===== config.mk =====
export PLATFORM = sky130hd
export DESIGN_NAME = control_transfer_trb_producer
export DESIGN_NICKNAME = d
export VERILOG_FILES = /design/src/sv/ctrb_pkg.sv /design/src/sv/ctrb_front.sv /design/src/sv/ctrb_queue.sv /design/src/sv/ctrb_back.sv /design/src/sv/control_transfer_trb_producer.sv
export SDC_FILE = /design/constraint.sdc
export NUM_CORES = 1
export LEC_CHECK = 0
export ABC_CLOCK_PERIOD_IN_PS = 10400
export BUFFER_PORTS_ARGS = -buffer_cell sky130_fd_sc_hd__buf_2
export CAP_MARGIN = 20
export CORE_MARGIN = 2
export CORE_UTILIZATION = 25
export CTS_CLUSTER_DIAMETER = 40
export DETAILED_ROUTE_END_ITERATION = 12
export SKIP_LAST_GASP = 1
export SLEW_MARGIN = 5
export SYNTH_ARGS = -nofsm -noshare
export SYNTH_HDL_FRONTEND = slang
export SYNTH_SLANG_ARGS = --single-unit
export TNS_END_PERCENT = 30

===== constraint.sdc =====
create_clock -name clk -period 10.4 [get_ports clk]
set_input_delay 0.52 -clock clk [delete_from_list [all_inputs] [get_ports clk]]
set_output_delay 0.52 -clock clk [all_outputs]
set_load 0.05 [all_outputs]

===== src/sv/ctrb_pkg.sv =====
// shared types and constants of the control transfer trb producer
package ctrb_pkg;

  localparam int RING_ENTRIES = 256;
  localparam int IDX_W        = 8;
  localparam logic [IDX_W-1:0] LINK_SLOT = IDX_W'(RING_ENTRIES - 1);

  localparam int SETUP_W  = 64;
  localparam int ADDR_W   = 64;
  localparam int PARAM_W  = 64;
  localparam int STATUS_W = 16;
  localparam int CTRL_W   = 32;
  localparam int BASE_W   = 48;
  localparam int LEN_LSB  = 48;

  localparam int S_TDATA_W = SETUP_W + ADDR_W;
  localparam int M_TDATA_W = IDX_W + PARAM_W + STATUS_W + CTRL_W;

  // trb types and control word fields
  localparam logic [5:0] TYPE_SETUP  = 6'd2;
  localparam logic [5:0] TYPE_DATA   = 6'd3;
  localparam logic [5:0] TYPE_STATUS = 6'd4;
  localparam logic [5:0] TYPE_LINK   = 6'd6;
  localparam int TYPE_LSB = 10;
  localparam int BIT_CYCLE = 0;
  localparam int BIT_TC    = 1;
  localparam int BIT_IOC   = 5;
  localparam int BIT_IDT   = 6;
  localparam int BIT_DIR   = 16;
  localparam int TRT_LSB   = 16;

  localparam logic [1:0] TRT_NO_DATA = 2'd0;
  localparam logic [1:0] TRT_OUT     = 2'd2;
  localparam logic [1:0] TRT_IN      = 2'd3;

  localparam logic [STATUS_W-1:0] SETUP_LEN = STATUS_W'(8);

  // apb
  localparam int APB_ADDR_W = 4;
  localparam int APB_DATA_W = 64;
  localparam logic REG_RING_BASE = 1'b0;

  // request queue
  localparam int QUEUE_DEPTH = 2;
  localparam int QPTR_W = (QUEUE_DEPTH > 1) ? $clog2(QUEUE_DEPTH) : 1;
  localparam int QCNT_W = $clog2(QUEUE_DEPTH + 1);

  typedef struct packed {
    logic [SETUP_W-1:0] setup;
    logic [ADDR_W-1:0]  addr;
    logic               data_in;
    logic               has_data;
    logic [1:0]         trt;
    logic               status_in;
  } cmd_t;

  typedef enum logic [3:0] {
    ST_SETUP  = 4'b0001,
    ST_DATA   = 4'b0010,
    ST_STATUS = 4'b0100,
    ST_LINK   = 4'b1000
  } stage_t;

endpackage


===== src/sv/ctrb_front.sv =====
// request intake: classifies a control request into a queue command
module ctrb_front (
  input  logic                           s_tvalid,
  output logic                           s_tready,
  input  logic [ctrb_pkg::S_TDATA_W-1:0] s_tdata,
  input  logic                           s_tuser,
  input  logic                           q_full,
  output logic                           q_push,
  output ctrb_pkg::cmd_t                 q_cmd
);
  import ctrb_pkg::*;

  logic [STATUS_W-1:0] len;
  logic                has_data;

  assign len      = s_tdata[LEN_LSB +: STATUS_W];
  assign has_data = (len != '0);

  assign s_tready = !q_full;
  assign q_push   = s_tvalid && !q_full;

  always_comb begin
    q_cmd.setup     = s_tdata[SETUP_W-1:0];
    q_cmd.addr      = s_tdata[SETUP_W +: ADDR_W];
    q_cmd.data_in   = s_tuser;
    q_cmd.has_data  = has_data;
    if (!has_data) begin
      q_cmd.trt = TRT_NO_DATA;
    end else if (s_tuser) begin
      q_cmd.trt = TRT_IN;
    end else begin
      q_cmd.trt = TRT_OUT;
    end
    // status stage runs opposite to the data stage, in when there is none
    q_cmd.status_in = !(has_data && s_tuser);
  end

endmodule


===== src/sv/ctrb_queue.sv =====
// short command queue between intake and trb sequencer
module ctrb_queue (
  input  logic           clk,
  input  logic           rst,
  input  logic           push,
  input  ctrb_pkg::cmd_t push_cmd,
  output logic           full,
  input  logic           pop,
  output logic           not_empty,
  output ctrb_pkg::cmd_t head_cmd
);
  import ctrb_pkg::*;

  cmd_t              mem [QUEUE_DEPTH];
  logic [QPTR_W-1:0] wr_ptr;
  logic [QPTR_W-1:0] rd_ptr;
  logic [QCNT_W-1:0] count;

  assign full      = (count == QCNT_W'(QUEUE_DEPTH));
  assign not_empty = (count != '0);
  assign head_cmd  = mem[rd_ptr];

  always_ff @(posedge clk) begin
    if (push) begin
      mem[wr_ptr] <= push_cmd;
    end
  end

  always_ff @(posedge clk) begin
    if (rst) begin
      wr_ptr <= '0;
      rd_ptr <= '0;
      count  <= '0;
    end else begin
      if (push) begin
        wr_ptr <= (wr_ptr == QPTR_W'(QUEUE_DEPTH - 1)) ? '0 : wr_ptr + 1'b1;
      end
      if (pop) begin
        rd_ptr <= (rd_ptr == QPTR_W'(QUEUE_DEPTH - 1)) ? '0 : rd_ptr + 1'b1;
      end
      if (push && !pop) begin
        count <= count + 1'b1;
      end else if (pop && !push) begin
        count <= count - 1'b1;
      end
    end
  end

endmodule


===== src/sv/ctrb_back.sv =====
// trb sequencer: emits setup, data, status and link trb writes
module ctrb_back (
  input  logic                           clk,
  input  logic                           rst,
  input  logic [ctrb_pkg::BASE_W-1:0]    ring_base,
  input  logic                           q_not_empty,
  input  ctrb_pkg::cmd_t                 q_head,
  output logic                           q_pop,
  output logic                           m_tvalid,
  input  logic                           m_tready,
  output logic [ctrb_pkg::M_TDATA_W-1:0] m_tdata,
  output logic                           m_tlast
);
  import ctrb_pkg::*;

  cmd_t             cmd;
  logic             busy;
  stage_t           stage;
  stage_t           ret_stage;
  logic             link_last;
  logic [IDX_W-1:0] enqueue_index;
  logic             cycle_state;

  logic [IDX_W-1:0]    out_index;
  logic [PARAM_W-1:0]  out_param;
  logic [STATUS_W-1:0] out_status;
  logic [CTRL_W-1:0]   out_ctrl;
  logic                out_last;

  logic                emit;
  logic                finish;
  logic [IDX_W-1:0]    next_index;
  logic                at_link;
  logic [IDX_W-1:0]    trb_index;
  logic [PARAM_W-1:0]  trb_param;
  logic [STATUS_W-1:0] trb_stat;
  logic [CTRL_W-1:0]   trb_ctrl;
  logic                trb_last;
  stage_t              follow;

  assign emit       = busy && (!m_tvalid || m_tready);
  assign next_index = enqueue_index + 1'b1;
  assign at_link    = (next_index == LINK_SLOT);

  always_comb begin
    trb_index  = enqueue_index;
    trb_param  = '0;
    trb_stat   = '0;
    trb_ctrl   = '0;
    trb_last   = 1'b0;
    follow     = ST_STATUS;
    trb_ctrl[BIT_CYCLE] = cycle_state;
    unique case (stage)
      ST_SETUP: begin
        trb_param  = cmd.setup;
        trb_stat   = SETUP_LEN;
        trb_ctrl[TYPE_LSB +: 6] = TYPE_SETUP;
        trb_ctrl[BIT_IDT]       = 1'b1;
        trb_ctrl[TRT_LSB +: 2]  = cmd.trt;
        follow = cmd.has_data ? ST_DATA : ST_STATUS;
      end
      ST_DATA: begin
        trb_param  = cmd.addr;
        trb_stat   = cmd.setup[LEN_LSB +: STATUS_W];
        trb_ctrl[TYPE_LSB +: 6] = TYPE_DATA;
        trb_ctrl[BIT_DIR]       = cmd.data_in;
        follow = ST_STATUS;
      end
      ST_STATUS: begin
        trb_ctrl[TYPE_LSB +: 6] = TYPE_STATUS;
        trb_ctrl[BIT_DIR]       = cmd.status_in;
        trb_ctrl[BIT_IOC]       = 1'b1;
        // a link write that follows takes over the last flag
        trb_last = !at_link;
        follow   = ST_SETUP;
      end
      ST_LINK: begin
        trb_index = LINK_SLOT;
        trb_param = PARAM_W'(ring_base);
        trb_ctrl[TYPE_LSB +: 6] = TYPE_LINK;
        trb_ctrl[BIT_TC]        = 1'b1;
        trb_last = link_last;
        follow   = ret_stage;
      end
      default: begin
        follow = ST_SETUP;
      end
    endcase
  end

  assign finish = emit && trb_last;
  assign q_pop  = q_not_empty && (!busy || finish);

  always_ff @(posedge clk) begin
    if (q_pop) begin
      cmd <= q_head;
    end
  end

  always_ff @(posedge clk) begin
    if (rst) begin
      busy          <= 1'b0;
      stage         <= ST_SETUP;
      ret_stage     <= ST_STATUS;
      link_last     <= 1'b0;
      enqueue_index <= '0;
      cycle_state   <= 1'b1;
    end else begin
      if (emit) begin
        if (stage == ST_LINK) begin
          enqueue_index <= '0;
          cycle_state   <= !cycle_state;
        end else begin
          enqueue_index <= next_index;
          if (at_link) begin
            ret_stage <= follow;
            link_last <= (stage == ST_STATUS);
          end
        end
      end
      if (q_pop) begin
        busy  <= 1'b1;
        stage <= ST_SETUP;
      end else begin
        if (finish) begin
          busy <= 1'b0;
        end
        if (emit) begin
          stage <= (stage != ST_LINK && at_link) ? ST_LINK : follow;
        end
      end
    end
  end

  // output register
  always_ff @(posedge clk) begin
    if (rst) begin
      m_tvalid <= 1'b0;
    end else if (emit) begin
      m_tvalid <= 1'b1;
    end else if (m_tready) begin
      m_tvalid <= 1'b0;
    end
  end

  always_ff @(posedge clk) begin
    if (emit) begin
      out_index  <= trb_index;
      out_param  <= trb_param;
      out_status <= trb_stat;
      out_ctrl   <= trb_ctrl;
      out_last   <= trb_last;
    end
  end

  assign m_tdata = {out_ctrl, out_status, out_param, out_index};
  assign m_tlast = out_last;

endmodule


===== src/sv/control_transfer_trb_producer.sv =====
// top level of the control transfer trb producer
//
//  channel  | role                      | transaction
//  ---------+---------------------------+---------------------------------
//  s_*      | control request in        | setup packet, buffer, direction
//  m_*      | trb write out             | one trb to a ring slot
//  apb      | configuration             | ring base address (0x0)
//
// each request yields two to four trb writes, one per cycle from the single
// output register while it is not stalled; a new request is taken every cycle
// while the command queue has room, so the write count sets the sustained rate.
// reset clears the queue, sets the enqueue index to 0 and the cycle bit to 1.
// a stalled output holds its trb; the queue keeps taking requests until full.
module control_transfer_trb_producer (
  input  logic                             clk,
  input  logic                             rst,
  input  logic                             s_tvalid,
  output logic                             s_tready,
  // setup_packet [63:0], data_address [127:64]
  input  logic [ctrb_pkg::S_TDATA_W-1:0]   s_tdata,
  // data_in [0]
  input  logic                             s_tuser,
  output logic                             m_tvalid,
  input  logic                             m_tready,
  // trb_index [7:0], trb_parameter [71:8], trb_stat [87:72],
  // trb_control [119:88]
  output logic [ctrb_pkg::M_TDATA_W-1:0]   m_tdata,
  output logic                             m_tlast,
  input  logic                             psel,
  input  logic                             penable,
  input  logic                             pwrite,
  input  logic [ctrb_pkg::APB_ADDR_W-1:0]  paddr,
  input  logic [ctrb_pkg::APB_DATA_W-1:0]  pwdata,
  output logic [ctrb_pkg::APB_DATA_W-1:0]  prdata,
  output logic                             pready
);
  import ctrb_pkg::*;

  logic              ring_base_sel;
  logic [BASE_W-1:0] ring_base_address;
  logic              q_full;
  logic              q_push;
  cmd_t              q_cmd;
  logic              q_pop;
  logic              q_not_empty;
  cmd_t              q_head;

  assign pready        = 1'b1;
  assign ring_base_sel = (paddr[APB_ADDR_W-1] == REG_RING_BASE);

  always_ff @(posedge clk) begin
    if (rst) begin
      ring_base_address <= '0;
    end else if (psel && penable && pwrite && ring_base_sel) begin
      ring_base_address <= pwdata[BASE_W-1:0];
    end
  end

  assign prdata = ring_base_sel ? APB_DATA_W'(ring_base_address) : '0;

  ctrb_front u_front (
    .s_tvalid (s_tvalid),
    .s_tready (s_tready),
    .s_tdata  (s_tdata),
    .s_tuser  (s_tuser),
    .q_full   (q_full),
    .q_push   (q_push),
    .q_cmd    (q_cmd)
  );

  ctrb_queue u_queue (
    .clk       (clk),
    .rst       (rst),
    .push      (q_push),
    .push_cmd  (q_cmd),
    .full      (q_full),
    .pop       (q_pop),
    .not_empty (q_not_empty),
    .head_cmd  (q_head)
  );

  ctrb_back u_back (
    .clk         (clk),
    .rst         (rst),
    .ring_base   (ring_base_address),
    .q_not_empty (q_not_empty),
    .q_head      (q_head),
    .q_pop       (q_pop),
    .m_tvalid    (m_tvalid),
    .m_tready    (m_tready),
    .m_tdata     (m_tdata),
    .m_tlast     (m_tlast)
  );

endmodule


==> impl_metrics.tcl, run 1 <==
set metrics [dict create \
    wl_microns 53100 \
    nFillCells 8152 \
    cts_tree "built" \
    p_clk_share_pct 36.3 \
    syn_to_final_growth_pct 27.5 \
    final-max-slew-violation-count 0 \
    cp-start-kind "flip-flop" \
    clkSlewWorstSetupHoldPaths_ns 0.06 \
    busiest_layer "met2" \
    relSlewSlack_pct 21.7 \
    drt_pass1_iterations 5 \
    drive_gt1_share_pct 37.5 \
    use_met2_pct 20.5 \
    path_max_fanout 55 \
    ioPinCount 392 \
    antenna_found_initial 12 \
    yosysSeqAreaShare_pct 77.2 \
    p_switching_mw 2.58 \
    hold_viol_final 0 \
    outcome "finished clean" \
    via_per_inst 4.34 \
    yosys.area.top_type "edfxtp_1" \
    p_seq_share_pct 41.5 \
    ant_nets 0 \
    cap_violations 0 \
    ys_types 54 \
    synth_commonest_cells "edfxtp_1, mux2_2, nand2_1" \
    dp_hpwl_microns 32600 \
    worst_ir_drop_vdd_mv 0.134 \
    grt_pass1_wl_microns 77400 \
    setup_tns_ns 0 \
    ctsResizeCount 0 \
    root_buffer "clkbuf_16" \
    skew_ns 0.0304 \
    cts_sinks 566 \
    vias 12100 \
    core-area_sq_mm 0.0836 \
    muxShareOfSynthArea_pct 7.15 \
    internal-power_mw 5.60 \
    pre_cts_slack_ns 6.74 \
    synth-simple-area-share_pct 5.87 \
    combPwrFrac_pct 22.2 \
    clkLatencyLatePin_ns 0.61 \
    synth_cells 1280 \
    synth_top_family_by_area "multiplexers" \
    finalSetupViolations 0 \
    rows 106 \
    post-cts-setup-buffers 0 \
    use_met1_pct 14.5 \
    avgRoutedWirePerCell_microns 19.0 \
    clk_path_buf_depth 3 \
    yosysTopAreaCellShare_pct 70.3 \
    grt_pass1_vias 12700 \
    yosysWarnings 0 \
    synthFlopType "edfxtp_1" \
    drt_iter0_markers 850 \
    synth_area_per_cell_sq_um 16.5 \
    rsz0062_at_grt "no" \
    synthAdderAreaFrac_pct 0.178 \
    grt_use_met3_pct 3.01 \
    ys_async_sr_fraction_pct 0 \
    power_mw 8.18 \
    p_leak_nw 9.86 \
    yosysMostFrequentCell "edfxtp_1" \
    powerDensity_mw_per_mm2 304 \
    drcViolationCount 0 \
    cp-end-kind "flip-flop" \
    fmax_mhz 279 \
    period_needed_ns 3.58 \
    tightest_slew_ns 1.17 \
    grtUsageTotal_pct 12.0 \
    synthesis.area_sq_mm 0.0211 \
    fin_ws_ns 6.82 \
    cts_hold_buf 0 \
    synth_xor_area_share_pct 0.166 \
    hold_class "input pin to flip-flop" \
    die_w_microns 294 \
    nets 1850 \
    place_congestion 0.801 \
    numCtsBuffers 83 \
    critPathKind "flip-flop to flip-flop" \
    cp_data_arrival_time_ns 3.79 \
    p_sw_share_pct 31.6 \
    die-area_sq_mm 0.0867 \
    fin_crit_sh_pct 34.4 \
    synth-edff-count 494 \
    synth-seq-cells 566 \
    crit_required_ns 10.61 \
    grt-ovfl-total 0 \
    htreeDepth 3 \
    die_h_microns 294 \
    grt_max_degree 133 \
    portBuffers 332 \
    synth_compound_area_share_pct 5.70 \
    initial_utilization_pct 25.2 \
    yosys-top-cells-area "edfxtp_1, mux2_2, dfxtp_1" \
]
placed cells by master (no fill, tap or decap), types with 5 or more instances in the layout:
master,n
nand2_1,108
and2_1,16
edfxtp_1,494
dfxtp_1,71
mux2_2,133
a222oi_1,49
nor2_1,18
clkinv_2,7
nor4_1,6
clkinv_1,7
nor2b_1,49
nand2b_1,10
inv_1,56
nand3_1,9
clkinvlp_4,9
a22o_1,18
clkinv_4,5
o21ai_0,12
buf_4,17
clkbuf_16,88
bufinv_16,12
a21oi_1,66
conb_1,40
inv_8,7
buf_2,331
inv_6,12
per-layer routing:
metal,vias to the layer above,share of wire [%]
met2,419,50
met5,-,0.14
met1,6075,41
met4,12,2.3
met3,96,6.8
li1,5523,-
worst max-delay path, cell delays in order (launching register included):
cell     delay [ns]
dfxtp_1        0.53
ha_1           0.45
a21oi_1        0.09
o211a_1        0.28
nor3_1         0.25
a41o_4         0.79
buf_4          0.76
logic make-up after synthesis:
group | after synthesis
flip-flops | 566
AND/OR/NAND/NOR | 243
buffers and inverters | 167
AO/OA/AOI/OAI | 161
multiplexers | 134
XOR/XNOR | 4
adder cells (fa/ha/maj) | 3
other | 2
per-stage QoR:
step / util (%) / cells / hold WS, ns / instance area (sq um)
after floorplan: - / 1318 / 0.429 / 21200
after global placement: 28.6 / 2638 / 0.447 / 23900
after detailed placement: 28.6 / 2638 / 0.454 / 23900
after CTS: 32.2 / 2794 / 0.0422 / 26900
after global routing: 32.2 / 2795 / 0.0503 / 26900
final: 32.2 / 2797 / 0.0979 / 26900
power by group through the flow:
stage                     sequential [mW]  combinational (mW)  clock (mW)
final                                3.39                1.81        2.97
after global routing                 3.44                1.95        3.13
after CTS                            3.40                1.86        3.04
after detailed placement             3.44                1.86           0
after global placement               3.42                1.83           0
after floorplan                      3.87               0.850           0
layout make-up:
class / count / area, sq um / share of cell area [%]
sequential: 566 / 16300 / 60.5
inverter: 58 / 220 / 0.819
antenna: 3 / 7.51 / 0.0279
tap: 1080 / 1350 / 5.02
multi-input combinational: 585 / 4210 / 15.6
timing repair buffer: 349 / 1800 / 6.71
clock inverter: 63 / 796 / 2.96
clock buffer: 93 / 2230 / 8.29
registers in the layout, summed over array words and instances (netlist names), 2 cells and up:
register and cells:
u_back.stage 4, u_back.out_ctrl 9, ring_base_address 48, u_back.out_index 8, u_back.out_status 16, u_queue.count 2
u_back.out_param 64, u_back.ret_stage 4, u_back.cmd 132, u_queue.mem 264, u_back.enqueue_index 8
final timing paths:
check | to | slack (ns) | startpoint | depth (start not counted)
max | u_back.cmd[3] | 6.82 | u_back.enqueue_index[1] | 6
min | u_queue.mem[1][85] | 0.1 | s_tdata[16] | 1
max reg2reg | u_back.cmd[3] | 6.82 | u_back.enqueue_index[1] | 6
min reg2reg | u_back.out_ctrl[0] | 0.46 | u_back.cycle_state | 0
Note: power is estimated with default switching activity, not from simulation.
==> run 2, diff against run 1 <==
- ABC_CLOCK_PERIOD_IN_PS: 10400 -> 3700
- clock period: 10.4 -> 3.7 ns (I/O delays scaled with it)
==> impl_metrics.tcl, run 2 (synthesized netlist as in run 1, its figures left out) <==
set metrics [dict create \
    outcome "finished clean" \
    core-area_sq_mm 0.0836 \
    die_h_microns 294 \
    regMostFlops "u_queue.mem" \
    clkSlewWorstSetupHoldPaths_ns 0.05 \
    skew_ns 0.0272 \
    tightest_slew_ns 1.05 \
    rows 106 \
    period_needed_ns 2.91 \
    htreeDepth 3 \
    rsz0062_at_grt "no" \
    ioPinCount 392 \
    syn_to_final_growth_pct 36.8 \
    fin_cells 2988 \
    drcViolationCount 0 \
    grtUsageTotal_pct 12.6 \
    mostFrequentLayoutCell "edfxtp_1" \
    fin_crit_sh_pct 78.7 \
    final-max-slew-violation-count 0 \
    hold_viol_final 0 \
    drt_iter0_markers 987 \
    cts_tree "built" \
    final_cell_area_sq_mm 0.0289 \
    avgRoutedWirePerCell_microns 18.7 \
    setup_tns_ns 0 \
    via_per_inst 4.38 \
    wl_microns 55800 \
    slowest_stage "buf_4" \
    cp-end-kind "flip-flop" \
    ctsResizeCount 0 \
    grt_max_degree 88 \
    clk_path_buf_depth 3 \
    worstPathCellList "ha_1 -> a21oi_1 -> o211a_1 -> nor3_1 -> a41o_4 -> buf_4" \
    p_leak_nw 10.7 \
    initial_utilization_pct 25.2 \
    hold_ws_ns 0.0867 \
    worst_ir_drop_vdd_mv 0.427 \
    die-area_sq_mm 0.0867 \
    die_w_microns 294 \
    cp_data_arrival_time_ns 3.16 \
    final_core_utilization_pct 34.5 \
    pre_cts_slack_ns 0.770 \
    vias 13100 \
    layout_common_cells "edfxtp_1, buf_2, dlygate4sd3_1" \
    cap_violations 0 \
    antenna_found_initial 10 \
    drt_pass1_iterations 7 \
    dp_hpwl_microns 32900 \
    grt_pass1_vias 14000 \
    path_max_fanout 52 \
    nets 2037 \
    grt_pass1_wl_microns 82400 \
    reg_top3 "u_queue.mem x264, u_back.cmd x132, u_back.out_param x64" \
    finalSetupViolations 0 \
    grt-ovfl-total 0 \
    largest_register_ffs 264 \
    numCtsBuffers 87 \
    drive_gt1_share_pct 34.5 \
    ant_nets 0 \
    portBuffers 332 \
    critPathMaxStageDelay_ns 0.59 \
    root_buffer "clkbuf_16" \
    fmax_mhz 344 \
    powerDensity_mw_per_mm2 808 \
    clkLatencyLatePin_ns 0.62 \
    place_congestion 0.792 \
    critPathKind "flip-flop to flip-flop" \
    relSlewSlack_pct 29.9 \
    hold_class "input pin to flip-flop" \
    power_mw 23.3 \
    cts_sinks 566 \
    crit_required_ns 3.95 \
    dp_cells 2643 \
    placed_cell_area_sq_mm 0.0240 \
    cp-start-kind "flip-flop" \
    fin_ws_ns 0.789 \
]
run 2: changes by cell type in the layout (fill, tap and decap cells not counted), sizes merged:
cell	previous run	this run
buf	349	354
bufinv	12	9
clkbuf	93	98
clkinv	23	30
clkinvlp	9	5
dlygate4sd3	0	178
inv	77	80
run 2: path summary, 6_finish.rpt:
| path | start | endpoint | slack (ns) | depth (start not counted) |
|---|---|---|---|---|
| worst min register to register | u_back.cycle_state | u_back.out_ctrl[0] | 0.46 | 0 |
| worst max-delay path | u_back.enqueue_index[1] | u_back.cmd[92] | 0.79 | 6 |
| worst min-delay path | m_tready | u_back.m_tvalid | 0.09 | 3 |
| worst max register to register | u_back.enqueue_index[1] | u_back.cmd[92] | 0.79 | 6 |
run 2: cell type report:
cell class / count / area, sq um
fill: 7936 / 54700
sequential: 566 / 16300
multi-input combinational: 585 / 4210
timing repair buffer: 532 / 3720
clock buffer: 98 / 2280
tap: 1080 / 1350
clock inverter: 66 / 786
inverter: 58 / 220
antenna: 3 / 7.51
run 2: worst max-delay path, delay by kind of cell (launching register included):
| kind | cells | cell delay [ns] |
|---|---|---|
| flip-flops | 1 | 0.53 |
| buffers and inverters | 1 | 0.59 |
| adder cells (fa/ha/maj) | 1 | 0.45 |
| AND/OR/NAND/NOR | 1 | 0.24 |
| AO/OA/AOI/OAI | 3 | 0.63 |
run 2: report_power, final:
group	switching [mW]	total (mW)	internal [mW]
logic	3.75	5.36	1.62
registers	0.522	9.54	9.02
clock network	3.19	8.40	5.21
total	7.46	23.3	15.8
run 2: layer usage:
layer | vias to the layer above | share of wire (%) | global-route usage (%)
met5 | - | 0.099 | 0
met4 | 8 | 3.0 | 5.85
met3 | 115 | 5.8 | 2.74
met2 | 489 | 50 | 21.4
met1 | 6579 | 41 | 15.2
li1 | 5909 | - | -
run 2: repair_timing:
action | in CTS | in global routing
hold buffers | 178 | 0
buffers inserted | 0 | 0
hold endpoints to repair | 313 | 0
